### config.mk
export PLATFORM = sky130hd
export DESIGN_NAME = ckm_sqrt
export DESIGN_NICKNAME = d
export VERILOG_FILES = /design/src/rtl/ckm_pkg.sv /design/src/rtl/ckm_sqrt.sv
export SDC_FILE = /design/constraint.sdc
export NUM_CORES = 1
export LEC_CHECK = 0
export BUFFER_PORTS_ARGS = -buffer_cell sky130_fd_sc_hd__buf_2
export CAP_MARGIN = 20
export CORE_ASPECT_RATIO = 1.25
export CORE_MARGIN = 3
export CORE_UTILIZATION = 55
export DETAILED_ROUTE_END_ITERATION = 10
export PLACE_DENSITY = 0.74
export SYNTH_ARGS = -nofsm -noshare
export SYNTH_HDL_FRONTEND = slang
export SYNTH_SLANG_ARGS = --single-unit
### constraint.sdc
create_clock -name aclk -period 10.5 [get_ports aclk]
set_input_delay 0.525 -clock aclk [delete_from_list [all_inputs] [get_ports aclk]]
set_output_delay 0.525 -clock aclk [all_outputs]
set_load 0.005 [all_outputs]
### src/rtl/ckm_pkg.sv
// ckm_pkg: shared constants and types for the chroma key matte pipeline
// no dependencies; imported by ckm_ycc, ckm_sqrt, ckm_div and chroma_key_matte
package ckm_pkg;

    localparam int LATENCY = 18;
    localparam int KEY_DLY = 7;
    localparam int SEL_DLY = 4;

    localparam logic [14:0] CY_R = 15'd6966;
    localparam logic [14:0] CY_G = 15'd23436;
    localparam logic [14:0] CY_B = 15'd2366;
    localparam logic [14:0] C_CB = 15'd17659;
    localparam logic [14:0] C_CR = 15'd20808;
    localparam logic [23:0] RECIP_255 = 24'd8421505;
    localparam logic [15:0] Q_ONE = 16'd32768;

    localparam logic [2:0] REG_KEY_RED    = 3'd0;
    localparam logic [2:0] REG_KEY_GREEN  = 3'd1;
    localparam logic [2:0] REG_KEY_BLUE   = 3'd2;
    localparam logic [2:0] REG_CHROMA_SPR = 3'd3;
    localparam logic [2:0] REG_CHROMA_TOL = 3'd4;
    localparam logic [2:0] REG_LUMA_SPR   = 3'd5;

    typedef logic [2:0] cfg_idx_t;

    typedef enum logic [1:0] {
        FAC_ZERO = 2'd0,
        FAC_RAMP = 2'd1,
        FAC_FULL = 2'd2
    } fac_sel_t;

    typedef struct packed {
        fac_sel_t chroma;
        fac_sel_t luma;
    } fac_ctl_t;

endpackage

### src/rtl/ckm_sqrt.sv
// ckm_sqrt: five-stage rounded square root of a 32-bit value, four digits per stage
// depends on ckm_pkg
module ckm_sqrt (
    input  logic        aclk,
    input  logic        en,
    input  logic [31:0] radicand,
    output logic [16:0] root
);
    import ckm_pkg::*;

    logic [31:0] rem_reg [4];
    logic [31:0] res_reg [4];
    logic [16:0] root_reg, root_next;

    for (genvar g = 0; g < 4; g++) begin : g_stage
        logic [31:0] rem_in, res_in, rem_next, res_next, trial, bitv;
        if (g == 0) begin : g_first
            assign rem_in = radicand;
            assign res_in = '0;
        end else begin : g_more
            assign rem_in = rem_reg[g-1];
            assign res_in = res_reg[g-1];
        end
        always_comb begin
            rem_next = rem_in;
            res_next = res_in;
            trial    = '0;
            bitv     = '0;
            for (int j = 0; j < 4; j++) begin
                bitv  = 32'd1 << (30 - 2 * (4 * g + j));
                trial = res_next + bitv;
                if (rem_next >= trial) begin
                    rem_next = rem_next - trial;
                    res_next = (res_next >> 1) + bitv;
                end else begin
                    res_next = res_next >> 1;
                end
            end
        end
        always_ff @(posedge aclk) begin
            if (en) begin
                rem_reg[g] <= rem_next;
                res_reg[g] <= res_next;
            end
        end
    end

    // round to nearest
    assign root_next = res_reg[3][16:0] + {16'd0, (rem_reg[3] > res_reg[3])};

    always_ff @(posedge aclk) begin
        if (en) begin
            root_reg <= root_next;
        end
    end

    assign root = root_reg;

endmodule

## Word level (Yosys, flattened, before mapping)

Memory sizes are Yosys's and may differ from the RTL's.
Index checks and enable logic that the tools add are counted.

| operators by class | value |
|---|---|
| add/sub/neg operators | 47 |
| order comparisons | 17 |
| multiplexer cells | 34 |

Operators by type and width:

| kind | number |
|---|---|
| 32-bit two-way mux | 31 |
| 32-bit >= comparator | 15 |
| 32-bit subtractor | 15 |
| 31-bit by 1-bit adder with 32-bit output, second input constant | 1 |
| 31-bit by 11-bit adder with 32-bit output, second input constant | 1 |
| 31-bit by 13-bit adder with 32-bit output, second input constant | 1 |
| 31-bit by 15-bit adder with 32-bit output, second input constant | 1 |
| 31-bit by 17-bit adder with 32-bit output, second input constant | 1 |
| 31-bit by 19-bit adder with 32-bit output, second input constant | 1 |
| 31-bit by 21-bit adder with 32-bit output, second input constant | 1 |
| 31-bit by 23-bit adder with 32-bit output, second input constant | 1 |
| 31-bit by 25-bit adder with 32-bit output, second input constant | 1 |
| 31-bit by 27-bit adder with 32-bit output, second input constant | 1 |
| 31-bit by 29-bit adder with 32-bit output, second input constant | 1 |
| 31-bit by 3-bit adder with 32-bit output, second input constant | 1 |
| 31-bit by 5-bit adder with 32-bit output, second input constant | 1 |
| 31-bit by 7-bit adder with 32-bit output, second input constant | 1 |
| 31-bit by 9-bit adder with 32-bit output, second input constant | 1 |
| 32-bit by 1-bit adder with 32-bit output, second input constant | 1 |
| 32-bit by 11-bit adder with 32-bit output, second input constant | 1 |
| 32-bit by 13-bit adder with 32-bit output, second input constant | 1 |
| 32-bit by 15-bit adder with 32-bit output, second input constant | 1 |
| 32-bit by 17-bit adder with 32-bit output, second input constant | 1 |
| 32-bit by 19-bit adder with 32-bit output, second input constant | 1 |
| 15 further kinds | 16 |

| word-level totals | value |
|---|---|
| flip-flop bits (word level) | 17 |
| memory bits (writable) | 256 |
| input bits | 34 |
| output and inout port bits | 17 |
| word-level logic and storage cells | 101 |
| memories kept | 2 |

Memory list:

| name | words | width | rd ports | clocked after Yosys merged registers in | write ports | RTL line | source |
|---|---|---|---|---|---|---|---|
| rem_reg | 4 | 32 | 4 | 0 | 4 | ckm_sqrt.sv:11 | `logic [31:0] rem_reg [4];` |
| res_reg | 4 | 32 | 4 | 0 | 4 | ckm_sqrt.sv:12 | `logic [31:0] res_reg [4];` |

## Longest topological paths before layout

Gate-level depths: netlist (run 1).
An unclocked memory read counts as a cell.

| depth | value |
|---|---|
| word-level depth | 13 |
| gate-level depth with buffers | 57 |
| mapped depth without buffers | 49 |

## Least setup slack after synthesis (run 1)

Ideal clock, no wire load.

| timing path | value |
|---|---|
| path type | reg2reg |
| from | mem res_reg[2][16] |
| to | mem rem_reg[3][10], data pin |
| library setup time | 260 ps |
| arrival | 10414 ps |
| data required time | 10240 ps |
| slack | -174 ps |
| stages on the path, launching flop included | 53 |
| path buffers | 12 |
| clock period less this slack | 10674 ps |
| path through | edfxtp_1 -> inv_1 -> ha_1 -> clkbuf_2 -> nand4_1 -> nor2_2 -> a2111oi_4 -> nand3_2 -> inv_2 -> buf_2 -> buf_1 -> nor2_1 -> nor2_1 -> ha_1 -> clkbuf_1 -> o211ai_1 -> or3b_2 -> nor4_1 -> [17 not listed] -> clkbuf_1 -> nand2_1 -> nand2_1 -> ha_1 -> a21o_1 -> a21oi_1 -> o21ai_0 -> a21oi_1 -> nor2b_1 -> o21ai_0 -> nand2b_1 -> a21oi_1 -> nor2b_1 -> a31oi_1 -> a21boi_2 -> nor2_2 -> buf_4 -> mux2_2 |

RTL lines:

| item | RTL line |
|---|---|
| start: declaration | ckm_sqrt.sv:12 |
| end: declaration | ckm_sqrt.sv:11 |

==> out/qor.json, run 1 <==
{
  "critical_path": {
    "crit_path_frequent_cell": "buf_4",
    "worstSetupStartpointType": "flop",
    "r2r-end": "rem_reg[3][25]",
    "criticalPathCategory": "reg -> reg",
    "worstReg2RegStart": "res_reg[2][8]",
    "worstPathMaxFanout": 12,
    "data_required_time_of_the_critical_path_ns": 10.69,
    "crit_path_top_delay_cell": "or4_4",
    "timing.reg2reg.setup_slack_ns": 0.54,
    "critPathCaptureType": "flop",
    "worst_setup_path_start": "res_reg[2][8]",
    "timing.critical_path.slowest_cell_delay_ns": 0.58,
    "timing.critical_path.arrival_ns": 10.15,
    "number_of_cells_on_the_worst_reg_to_reg_path": 46
  },
  "logic_synthesis": {
    "syn_nets": 2468,
    "postSynth.asyncResetShare_pct": 0,
    "synth-seq-area-share_pct": 28.7,
    "synth_edf_count": 185,
    "netlist_area_sq_um": 19400,
    "ys.warnings.count": 0,
    "synth_top_cells_by_area": "edfxtp_1 (29%), ha_1 (12%), xnor2_1 (6.9%)",
    "synthesized_area_divided_by_synthesized_cell_count_sq_um": 8.60,
    "synth_top_area_cell": "edfxtp_1",
    "ys.flop_type": "edfxtp_1",
    "yosys.area.top_type_share_pct": 28.7,
    "synth.lib_cells_used.distinct": 102,
    "postSynthRegisterBits": 185,
    "synthCells": 2254
  },
  "timing": {
    "hold_slack_ns": 0.251,
    "setup_viol_count_final": 0,
    "timing.final.crit_period_ns": 9.96,
    "hold_violations": 0,
    "worst_slew_pin_slew_ns": 1.08,
    "final-max-slew-violation-count": 0,
    "finClkSkew_ns": 0.0149,
    "slew_headroom_pct": 28.2,
    "peak_clock_frequency_supported_by_timing_mhz": 100,
    "min_period_over_period_pct": 94.9
  },
  "clock_network": {
    "cts_root_buf": "clkbuf_16",
    "numCtsBuffers": 17,
    "clock_tree.htree_level_count": 4,
    "cts_tree": "yes",
    "clk_latency_ns": 0.46,
    "cts_max_path_buffers": 2,
    "sink_count_of_the_clock_tree": 185,
    "clk_pin_slew_worst_paths_ns": 0.08
  },
  "hold_path": {
    "min_path_type": "in -> reg",
    "hp-start": "radicand[8]",
    "holdPathEnd": "rem_reg[0][8]",
    "depth_of_the_worst_hold_timing_path": 1
  },
  "floorplan": {
    "chipHeight_um": 216,
    "design.die.area_sq_um": 37500,
    "fp.dieW_um": 174,
    "floorplan.initialDensity_pct": 56.0,
    "rows": 76,
    "io_pins": 51,
    "core_area_sq_um": 34600
  },
  "global_route": {
    "groute.usage.overall_pct": 32.5,
    "grt_start_max_net_pins": 109,
    "number_of_global_route_vias_before_repair": 17900,
    "initial_antenna_violation_count": 0,
    "grt-ovfl-total": 0,
    "first_pass_grt_wire_length_mm": 96.9
  },
  "routing": {
    "route.detailed.vias_per_inst": 6.33,
    "detail_route.first_pass.iterations": 6,
    "drt-wirelength-per-cell_um": 21.4,
    "finalWirelength_mm": 61.8,
    "dr_total_vias": 18300,
    "detail_route.iter0.violations": 1435,
    "ant_nets": 0,
    "drt_drc_violations_left": 0
  },
  "status": {
    "outcome": "complete, no violations"
  },
  "finish": {
    "n_antenna_cell": 0,
    "fraction_of_final_layout_cells_sized_beyond_drive_strength_1_pct": 13.9,
    "largest_register_ff_count": 128,
    "area_growth_syn_to_layout_pct": 12.6,
    "design.final.nets": 2620
  },
  "run": {
    "maxCapViolations": 0
  },
  "place": {
    "port_buffers": 50,
    "gp_congestion": 1.03,
    "detailed_place_hpwl_mm": 50.4
  }
}
[stage by stage]
step	setup WS (ns)	area (sq um)	utilization, %	TNS, ns	cells
floorplan	0.0386	19400	-	0	2254
global placement	0.117	21000	60.6	0	2846
detailed placement	-0.0330	21000	60.6	-0.0330	2846
CTS	0.00518	21600	62.4	0	2878
global route	-0.0360	21800	63.0	-0.112	2887
finish	0.539	21800	63.0	0	2887
[worst max-delay path: cells and delay by family, from the launching register on]
| family | cells | cell delay (ns) |
|---|---|---|
| AO/OA/AOI/OAI | 15 | 2.94 |
| buffers and inverters | 10 | 1.64 |
| XOR/XNOR | 1 | 0.15 |
| multiplexers | 1 | 0.19 |
| adder cells (fa/ha/maj) | 4 | 1.33 |
| AND/OR/NAND/NOR | 15 | 3.06 |
| flip-flops | 1 | 0.35 |
[cell families (layout without fill, tap and decap cells)]
| kind of cell | count (synthesis) | count (layout) | synth area share (%) |
|---|---|---|---|
| flops | 185 | 185 | 28.7 |
| fa+ha+maj | 180 | 180 | 11.6 |
| mux | 47 | 47 | 2.67 |
| buf+inv | 204 | 369 | 4.15 |
| compound gates | 625 | 625 | 21.8 |
| simple gates | 791 | 791 | 21.0 |
| xor+xnor | 222 | 222 | 10.0 |
[cell usage in the layout (no fill, tap or decap), drive strengths merged, types with 52 or more instances in the layout]
cell type and n:
a21oi 176, ha 180, nand3 59, edfxtp 185, a21o 70, nor4 56, inv 147, xor2 69
nand2 166, nor2 213, xnor2 153, buf 194, o21ai 98, nor3 52
[Yosys cell counts, types with 26 or more instances]
| library cell | instances |
|---|---|
| o21ai_0 | 93 |
| a21oi_1 | 176 |
| o31ai_1 | 26 |
| xor2_1 | 69 |
| a21o_1 | 70 |
| nor4_1 | 54 |
| ha_1 | 180 |
| o21a_1 | 27 |
| nand4_1 | 44 |
| nand3_1 | 57 |
| xnor2_1 | 153 |
| clkbuf_1 | 40 |
| nor3_1 | 51 |
| nand2_1 | 166 |
| inv_1 | 136 |
| nor2_1 | 211 |
| edfxtp_1 | 185 |
| nand2b_1 | 26 |
| or3_1 | 29 |
[routing by layer]
layer / GRT usage (%) / vias to the layer above / part of all wire (%)
met5: 0 / - / 0
met3: 2.89 / 223 / 3.4
met2: 60.3 / 601 / 52
li1: - / 8762 / -
met4: 19.6 / 0 / 6.6
met1: 35.7 / 8678 / 38
[timing repair]
action | CTS | global route
setup buffers | 0 | 9
resized for setup | 2 | 24
hold buffers | 0 | 0
endpoints found under the setup margin | 8 | 52
[how the worst max path moves through the flow]
| stage | endpoint | slack [ns] | cells past startpoint |
|---|---|---|---|
| 2_1_floorplan | rem_reg[3][10] | 0.04 | 53 |
| 3_3_place_gp | rem_reg[2][13] | 0.12 | 42 |
| 3_5_place_dp | rem_reg[2][29] | -0.03 | 39 |
| 4_1_cts | rem_reg[2][18] | 0.005 | 42 |
| 5_1_grt | rem_reg[3][25] | -0.04 | 54 |
| 6_report | rem_reg[3][25] | 0.54 | 46 |
[final cells by class]
type	count	area [sq um]
clock buffer	17	425
sequential	185	5560
multi-input combinational	1865	13100
tap	468	586
fill	3108	12800
timing repair buffer	194	1380
clock inverter	15	190
inverter	143	551
Power of run 1 is left out: the tool's default activity adds up to more than one toggle a clock period on the data nets, which glitch-free logic cannot reach.
==> run 2, diff against run 1 <==
CORE_ASPECT_RATIO = not set   (was 1.25)
==> out/qor.json, run 2 (same netlist as run 1, synthesis figures left out) <==
{
  "hold_path": {
    "min_path_type": {"value": "in -> reg", "change": "unchanged"},
    "hp-start": {"value": "radicand[10]", "change": "was radicand[8]"},
    "depth_of_the_worst_hold_timing_path": {"value": 1, "change": "unchanged"},
    "holdPathEnd": {"value": "rem_reg[0][10]", "change": "was rem_reg[0][8]"}
  },
  "place": {
    "detailed_place_hpwl": {"value": 46.8, "unit": "mm", "change": "was 50.4 mm"},
    "port_buffers": {"value": 50, "change": "unchanged"},
    "gp_congestion": {"value": 0.951, "change": "was 1.03"},
    "place_worst_setup_slack": {"value": 0.0145, "unit": "ns", "change": "was -0.0330 ns"}
  },
  "routing": {
    "ant_nets": {"value": 0, "change": "unchanged"},
    "drt-met1-wl": {"value": 24.5, "unit": "mm", "change": "was 23.5 mm"},
    "dr.max_layer_used": {"value": "met4", "change": "unchanged"},
    "finalWirelength": {"value": 58.4, "unit": "mm", "change": "was 61.8 mm"},
    "detail_route.first_pass.iterations": {"value": 5, "change": "was 6"},
    "drt_drc_violations_left": {"value": 0, "change": "unchanged"},
    "drt-wirelength-per-cell": {"value": 20.5, "unit": "um", "change": "was 21.4 um"},
    "met2_length": {"value": 29.1, "unit": "mm", "change": "was 32.1 mm"},
    "route.detailed.vias_per_inst": {"value": 6.33, "change": "about the same"},
    "route.met3.wl": {"value": 2.55, "unit": "mm", "change": "was 2.08 mm"},
    "dr_total_vias": {"value": 18000, "change": "was 18.3k"},
    "detail_route.iter0.violations": {"value": 1344, "change": "was 1,435"}
  },
  "clock_network": {
    "cts_root_buf": {"value": "clkbuf_16", "change": "unchanged"},
    "sink_count_of_the_clock_tree": {"value": 185, "change": "unchanged"},
    "numCtsBuffers": {"value": 17, "change": "unchanged"},
    "cts_tree": {"value": "yes", "change": "unchanged"},
    "cts_max_path_buffers": {"value": 2, "change": "unchanged"},
    "clock_tree.htree_level_count": {"value": 4, "change": "unchanged"},
    "clk_latency": {"value": 0.45, "unit": "ns", "change": "was 0.46 ns"},
    "clk_pin_slew_worst_paths": {"value": 0.08, "unit": "ns", "change": "about the same"}
  },
  "critical_path": {
    "timing.reg2reg.setup_slack": {"value": 0.54, "unit": "ns", "change": "about the same"},
    "crit_path_top_delay_cell": {"value": "o41ai_1", "change": "was or4_4"},
    "critPathCaptureType": {"value": "flop", "change": "unchanged"},
    "criticalPathCategory": {"value": "reg -> reg", "change": "unchanged"},
    "timing.critical_path.slowest_cell_delay": {"value": 0.69, "unit": "ns", "change": "was 0.58 ns"},
    "worst_setup_path_start": {"value": "res_reg[1][22]", "change": "was res_reg[2][8]"},
    "r2r-end": {"value": "rem_reg[2][25]", "change": "was rem_reg[3][25]"},
    "crit_path_frequent_cell": {"value": "a21o_1", "change": "was buf_4"},
    "worstSetupStartpointType": {"value": "flop", "change": "unchanged"},
    "data_required_time_of_the_critical_path": {"value": 10.69, "unit": "ns", "change": "about the same"},
    "timing.critical_path.arrival": {"value": 10.15, "unit": "ns", "change": "about the same"},
    "worstReg2RegStart": {"value": "res_reg[1][22]", "change": "was res_reg[2][8]"},
    "worstPathMaxFanout": {"value": 11, "change": "was 12"},
    "number_of_cells_on_the_worst_reg_to_reg_path": {"value": 40, "change": "was 46"}
  },
  "floorplan": {
    "design.die.area": {"value": 37500, "unit": "sq um", "change": "about the same"},
    "io_pins": {"value": 51, "change": "unchanged"},
    "core_area": {"value": 34600, "unit": "sq um", "change": "about the same"},
    "chipHeight": {"value": 194, "unit": "um", "change": "was 216 um"},
    "floorplan.initialDensity": {"value": 55.9, "unit": "%", "change": "was 56.0%"},
    "rows": {"value": 68, "change": "was 76"},
    "fp.dieW": {"value": 194, "unit": "um", "change": "was 174 um"}
  },
  "run": {
    "maxCapViolations": {"value": 0, "change": "unchanged"}
  },
  "timing": {
    "setup_viol_count_final": {"value": 0, "change": "unchanged"},
    "setup_slack": {"value": 0.543, "unit": "ns", "change": "was 0.539 ns"},
    "grt_setup_unrepaired": "no",
    "timing.final.crit_period": {"value": 9.96, "unit": "ns", "change": "about the same"},
    "finClkSkew": {"value": 0.0144, "unit": "ns", "change": "was 0.0149 ns"},
    "tns": {"value": 0, "unit": "ns", "change": "unchanged"},
    "peak_clock_frequency_supported_by_timing": {"value": 100, "unit": "MHz", "change": "about the same"},
    "hold_violations": {"value": 0, "change": "unchanged"},
    "slew_headroom": {"value": 33.5, "unit": "%", "change": "was 28.2%"},
    "worst_slew_pin_slew": {"value": 0.998, "unit": "ns", "change": "was 1.08 ns"},
    "final-max-slew-violation-count": {"value": 0, "change": "unchanged"},
    "hold_slack": {"value": 0.261, "unit": "ns", "change": "was 0.251 ns"},
    "min_period_over_period": {"value": 94.8, "unit": "%", "change": "was 94.9%"}
  },
  "finish": {
    "storage_cell_area": {"value": 5560, "unit": "sq um", "change": "unchanged"},
    "area_growth_syn_to_layout": {"value": 11.6, "unit": "%", "change": "was 12.6%"},
    "mostFrequentLayoutCell": {"value": "nor2_1", "change": "unchanged"},
    "largest_register_ff_count": {"value": 128, "change": "unchanged"},
    "commonest_non_fill_non_tap_cells_in_the_layout": {"value": "nor2_1 (211), edfxtp_1 (185), a21oi_1 (175)", "change": "was nor2_1 (210), edfxtp_1 (185), ha_1 (178)"},
    "fraction_of_final_layout_cells_sized_beyond_drive_strength_1": {"value": 12.8, "unit": "%", "change": "was 13.9%"},
    "design.final.nets": {"value": 2588, "change": "was 2,620"},
    "fin_util": {"value": 62.4, "unit": "%", "change": "was 63.0%"},
    "multiInputGateArea": {"value": 13200, "unit": "sq um", "change": "was 13,100 sq um"},
    "n_antenna_cell": {"value": 0, "change": "unchanged"},
    "fillCellCount": {"value": 2927, "change": "was 3,108"}
  },
  "global_route": {
    "grt_start_max_net_pins": {"value": 98, "change": "was 109"},
    "groute.usage.overall": {"value": 30.1, "unit": "%", "change": "was 32.5%"},
    "number_of_global_route_vias_before_repair": {"value": 17400, "change": "was 17.9k"},
    "grt-ovfl-total": {"value": 0, "change": "unchanged"},
    "initial_antenna_violation_count": {"value": 0, "change": "unchanged"},
    "first_pass_grt_wire_length": {"value": 91.5, "unit": "mm", "change": "was 96.9 mm"}
  },
  "status": {
    "outcome": {"value": "complete, no violations", "change": "unchanged"}
  }
}
## run 2: cell count changes in the layout (fill, tap and decap cells not counted), sizes merged
| cell | before | now |
|---|---|---|
| clkinvlp | 2 | 4 |
| clkinv | 9 | 6 |
| bufinv | 0 | 2 |
| inv | 147 | 146 |
| buf | 194 | 162 |
## run 2: what timing repair did
item	in CTS	in global routing
setup endpoints to repair	1	47
hold buffers	0	0
buffers inserted	0	10
pin swaps	0	2
resized for setup	1	32
## run 2: worst max-delay path by stage
stage	end	slack, ns	depth (start not counted)
6_report	rem_reg[2][25]	0.54	40
5_1_grt	rem_reg[2][29]	0.01	40
2_1_floorplan	rem_reg[3][10]	0.04	53
3_3_place_gp	rem_reg[2][29]	0.28	42
4_1_cts	rem_reg[2][29]	0.08	42
3_5_place_dp	rem_reg[2][29]	0.01	42
## run 2: cell type report
cell class | count | area share (%)
Timing Repair Buffer | 162 | 5.28
Multi-Input combinational cell | 1865 | 60.9
Sequential cell | 185 | 25.7
Clock inverter | 15 | 0.949
Inverter | 143 | 2.56
Clock buffer | 17 | 1.97
Tap cell | 455 | 2.63
## run 2: critical path, delay by kind of cell, from the launching register on
kind	cells	cell delay, ns
buffers and inverters	4	0.69
adders and majority gates	4	1.35
AOI/OAI and AO/OA	17	3.73
and+or+nand+nor	13	3.20
DFF	1	0.39
xor gates and xnor gates	2	0.32
## run 2: through the flow
step / instance area (sq um) / std cells
after CTS: 21400 / 2831
after global placement: 20700 / 2799
after floorplan: 19400 / 2254
after global routing: 21600 / 2842
final: 21600 / 2842
after detailed placement: 20700 / 2799
## run 2: per-layer routing
layer  GRT usage [%]  vias up
met5               0        -
met4            12.3        0
met3            3.06      139
met2            53.4      564
met1            37.5     8589
li1                -     8706
Power of run 2 is left out for the same reason.
==> run 3, diff against run 2 <==
PLACE_DENSITY = not set   (was 0.74)
PLACE_DENSITY_LB_ADDON = 0.15   (was not set)
==> out/qor.json, run 3 (same netlist as run 1, synthesis figures left out) <==
{
  "floorplan": {
    "floorplan.initialDensity": {"value": 55.9, "unit": "%", "change": "unchanged"},
    "io_pins": {"value": 51, "change": "unchanged"},
    "core_area": {"value": 34600, "unit": "sq um", "change": "unchanged"},
    "rows": {"value": 68, "change": "unchanged"},
    "design.die.area": {"value": 37500, "unit": "sq um", "change": "unchanged"},
    "fp.dieW": {"value": 194, "unit": "um", "change": "unchanged"},
    "chipHeight": {"value": 194, "unit": "um", "change": "unchanged"}
  },
  "timing": {
    "final-max-slew-violation-count": {"value": 0, "change": "unchanged"},
    "peak_clock_frequency_supported_by_timing": {"value": 99.8, "unit": "MHz", "change": "was 100 MHz"},
    "min_period_over_period": {"value": 95.4, "unit": "%", "change": "was 94.8%"},
    "setup_slack": {"value": 0.484, "unit": "ns", "change": "was 0.543 ns"},
    "slew_headroom": {"value": 37.1, "unit": "%", "change": "was 33.5%"},
    "finClkSkew": {"value": 0.0146, "unit": "ns", "change": "was 0.0144 ns"},
    "worst_slew_pin_slew": {"value": 0.935, "unit": "ns", "change": "was 0.998 ns"},
    "tns": {"value": 0, "unit": "ns", "change": "unchanged"},
    "hold_violations": {"value": 0, "change": "unchanged"},
    "setup_viol_count_final": {"value": 0, "change": "unchanged"},
    "timing.final.crit_period": {"value": 10.02, "unit": "ns", "change": "was 9.96 ns"}
  },
  "finish": {
    "commonest_non_fill_non_tap_cells_in_the_layout": {"value": "nor2_1 (211), edfxtp_1 (185), ha_1 (175)", "change": "was nor2_1 (211), edfxtp_1 (185), a21oi_1 (175)"},
    "largest_register_ff_count": {"value": 128, "change": "unchanged"},
    "fillCellCount": {"value": 2988, "change": "was 2,927"},
    "area_growth_syn_to_layout": {"value": 12.2, "unit": "%", "change": "was 11.6%"},
    "final_cell_count_no_fill": {"value": 2860, "change": "was 2,842"},
    "fraction_of_final_layout_cells_sized_beyond_drive_strength_1": {"value": 13.3, "unit": "%", "change": "was 12.8%"},
    "fin_util": {"value": 62.8, "unit": "%", "change": "was 62.4%"},
    "mostFrequentLayoutCell": {"value": "nor2_1", "change": "unchanged"},
    "n_antenna_cell": {"value": 0, "change": "unchanged"},
    "design.final.nets": {"value": 2606, "change": "was 2,588"}
  },
  "critical_path": {
    "crit_path_top_delay_cell": {"value": "or4_4", "change": "was o41ai_1"},
    "crit_path_frequent_cell": {"value": "ha_1", "change": "was a21o_1"},
    "criticalPathCategory": {"value": "reg -> reg", "change": "unchanged"},
    "worstSetupStartpointType": {"value": "flop", "change": "unchanged"},
    "data_required_time_of_the_critical_path": {"value": 10.70, "unit": "ns", "change": "was 10.69 ns"},
    "timing.critical_path.arrival": {"value": 10.21, "unit": "ns", "change": "was 10.15 ns"},
    "worstPathMaxFanout": {"value": 21, "change": "was 11"},
    "critical_path.n_buffers_inverters": {"value": 9, "change": "was 4"},
    "cpLargestDelayFamily": {"value": "compound AO/OA/AOI/OAI gates", "change": "unchanged"},
    "critPathCaptureType": {"value": "flop", "change": "unchanged"},
    "timing.critical_path.slowest_cell_delay": {"value": 0.61, "unit": "ns", "change": "was 0.69 ns"}
  },
  "place": {
    "gp_congestion": {"value": 1.03, "change": "was 0.951"},
    "port_buffers": {"value": 50, "change": "unchanged"},
    "dpl_cells": {"value": 2816, "change": "was 2,799"},
    "place_worst_setup_slack": {"value": 0.248, "unit": "ns", "change": "was 0.0145 ns"},
    "detailed_place_hpwl": {"value": 47.4, "unit": "mm", "change": "was 46.8 mm"}
  },
  "hold_path": {
    "min_path_type": {"value": "in -> reg", "change": "unchanged"}
  },
  "routing": {
    "route.detailed.vias_per_inst": {"value": 6.28, "change": "was 6.33"},
    "detail_route.first_pass.iterations": {"value": 6, "change": "was 5"},
    "dr_total_vias": {"value": 18000, "change": "about the same"},
    "ant_nets": {"value": 0, "change": "unchanged"},
    "detail_route.iter0.violations": {"value": 1440, "change": "was 1,344"},
    "finalWirelength": {"value": 59.1, "unit": "mm", "change": "was 58.4 mm"},
    "drt-wirelength-per-cell": {"value": 20.7, "unit": "um", "change": "was 20.5 um"},
    "drt_drc_violations_left": {"value": 0, "change": "unchanged"}
  },
  "clock_network": {
    "clk_pin_slew_worst_paths": {"value": 0.08, "unit": "ns", "change": "about the same"},
    "cts_tree": {"value": "yes", "change": "unchanged"},
    "cts_root_buf": {"value": "clkbuf_16", "change": "unchanged"},
    "clk_latency": {"value": 0.45, "unit": "ns", "change": "about the same"},
    "numCtsBuffers": {"value": 17, "change": "unchanged"},
    "sink_count_of_the_clock_tree": {"value": 185, "change": "unchanged"},
    "clock_tree.htree_level_count": {"value": 4, "change": "unchanged"},
    "cts_max_path_buffers": {"value": 2, "change": "unchanged"}
  },
  "global_route": {
    "initial_antenna_violation_count": {"value": 0, "change": "unchanged"},
    "grt-ovfl-total": {"value": 0, "change": "unchanged"},
    "number_of_global_route_vias_before_repair": {"value": 17400, "change": "about the same"},
    "grt_start_max_net_pins": {"value": 73, "change": "was 98"},
    "groute.usage.overall": {"value": 30.6, "unit": "%", "change": "was 30.1%"},
    "first_pass_grt_wire_length": {"value": 93.3, "unit": "mm", "change": "was 91.5 mm"}
  },
  "run": {
    "maxCapViolations": {"value": 0, "change": "unchanged"}
  },
  "status": {
    "outcome": {"value": "complete, no violations", "change": "unchanged"}
  }
}
## run 3: changes by cell type in the layout (fill, tap and decap cells not counted), moves of 2 or more
cell and change:
ha_1 +3, inv_4 -2, o31ai_2 +2, inv_2 -2, buf_4 +18, ha_2 -4, clkinv_2 +2
## run 3: path summary, 6_finish.rpt
kind             startpoint              to  slack, ns  depth (start not counted)
min reg2reg   rem_reg[1][3]   rem_reg[2][3]       0.43                          0
max          res_reg[2][19]  rem_reg[3][29]       0.48                         41
max reg2reg  res_reg[2][19]  rem_reg[3][29]       0.48                         41
min            radicand[20]  rem_reg[0][20]       0.26                          1
## run 3: final cells by class
| type | count | area [sq um] | share of cell area, % |
|---|---|---|---|
| clock buffer | 17 | 425 | 1.96 |
| clock inverter | 15 | 209 | 0.962 |
| inverter | 143 | 558 | 2.57 |
| multi-input combinational | 1865 | 13100 | 60.5 |
| sequential | 185 | 5560 | 25.6 |
| tap | 455 | 569 | 2.62 |
| timing repair buffer | 180 | 1270 | 5.84 |
## run 3: layer usage
| layer | global-route usage [%] | vias to the layer above | share of wire [%] |
|---|---|---|---|
| met2 | 54.2 | 605 | 49 |
| met1 | 38.5 | 8479 | 42 |
| met4 | 11.5 | 0 | 3.8 |
| met5 | 0 | - | 0 |
| met3 | 3.35 | 142 | 4.6 |
| li1 | - | 8744 | - |
## run 3: per-stage QoR
step | hold WS (ns) | area [sq um]
2_1_floorplan | 0.417 | 19400
3_3_place_gp | 0.428 | 20900
3_5_place_dp | 0.426 | 20900
4_1_cts | 0.245 | 21500
5_1_grt | 0.253 | 21700
6_report | 0.263 | 21700
## run 3: what timing repair did
item	in CTS	in global routing
setup buffers	0	12
setup endpoints to repair	0	42
resized for setup	0	23
hold buffers	0	0
## run 3: worst register-to-register path: cells and delay by family (launching register included)
kind	cells	cell delay, ns
AOI/OAI and AO/OA	16	3.79
and+or+nand+nor	10	2.23
buffers and inverters	9	1.48
adders and majority gates	4	1.39
DFF	1	0.48
xor gates and xnor gates	2	0.38
Power of run 3 is left out for the same reason.
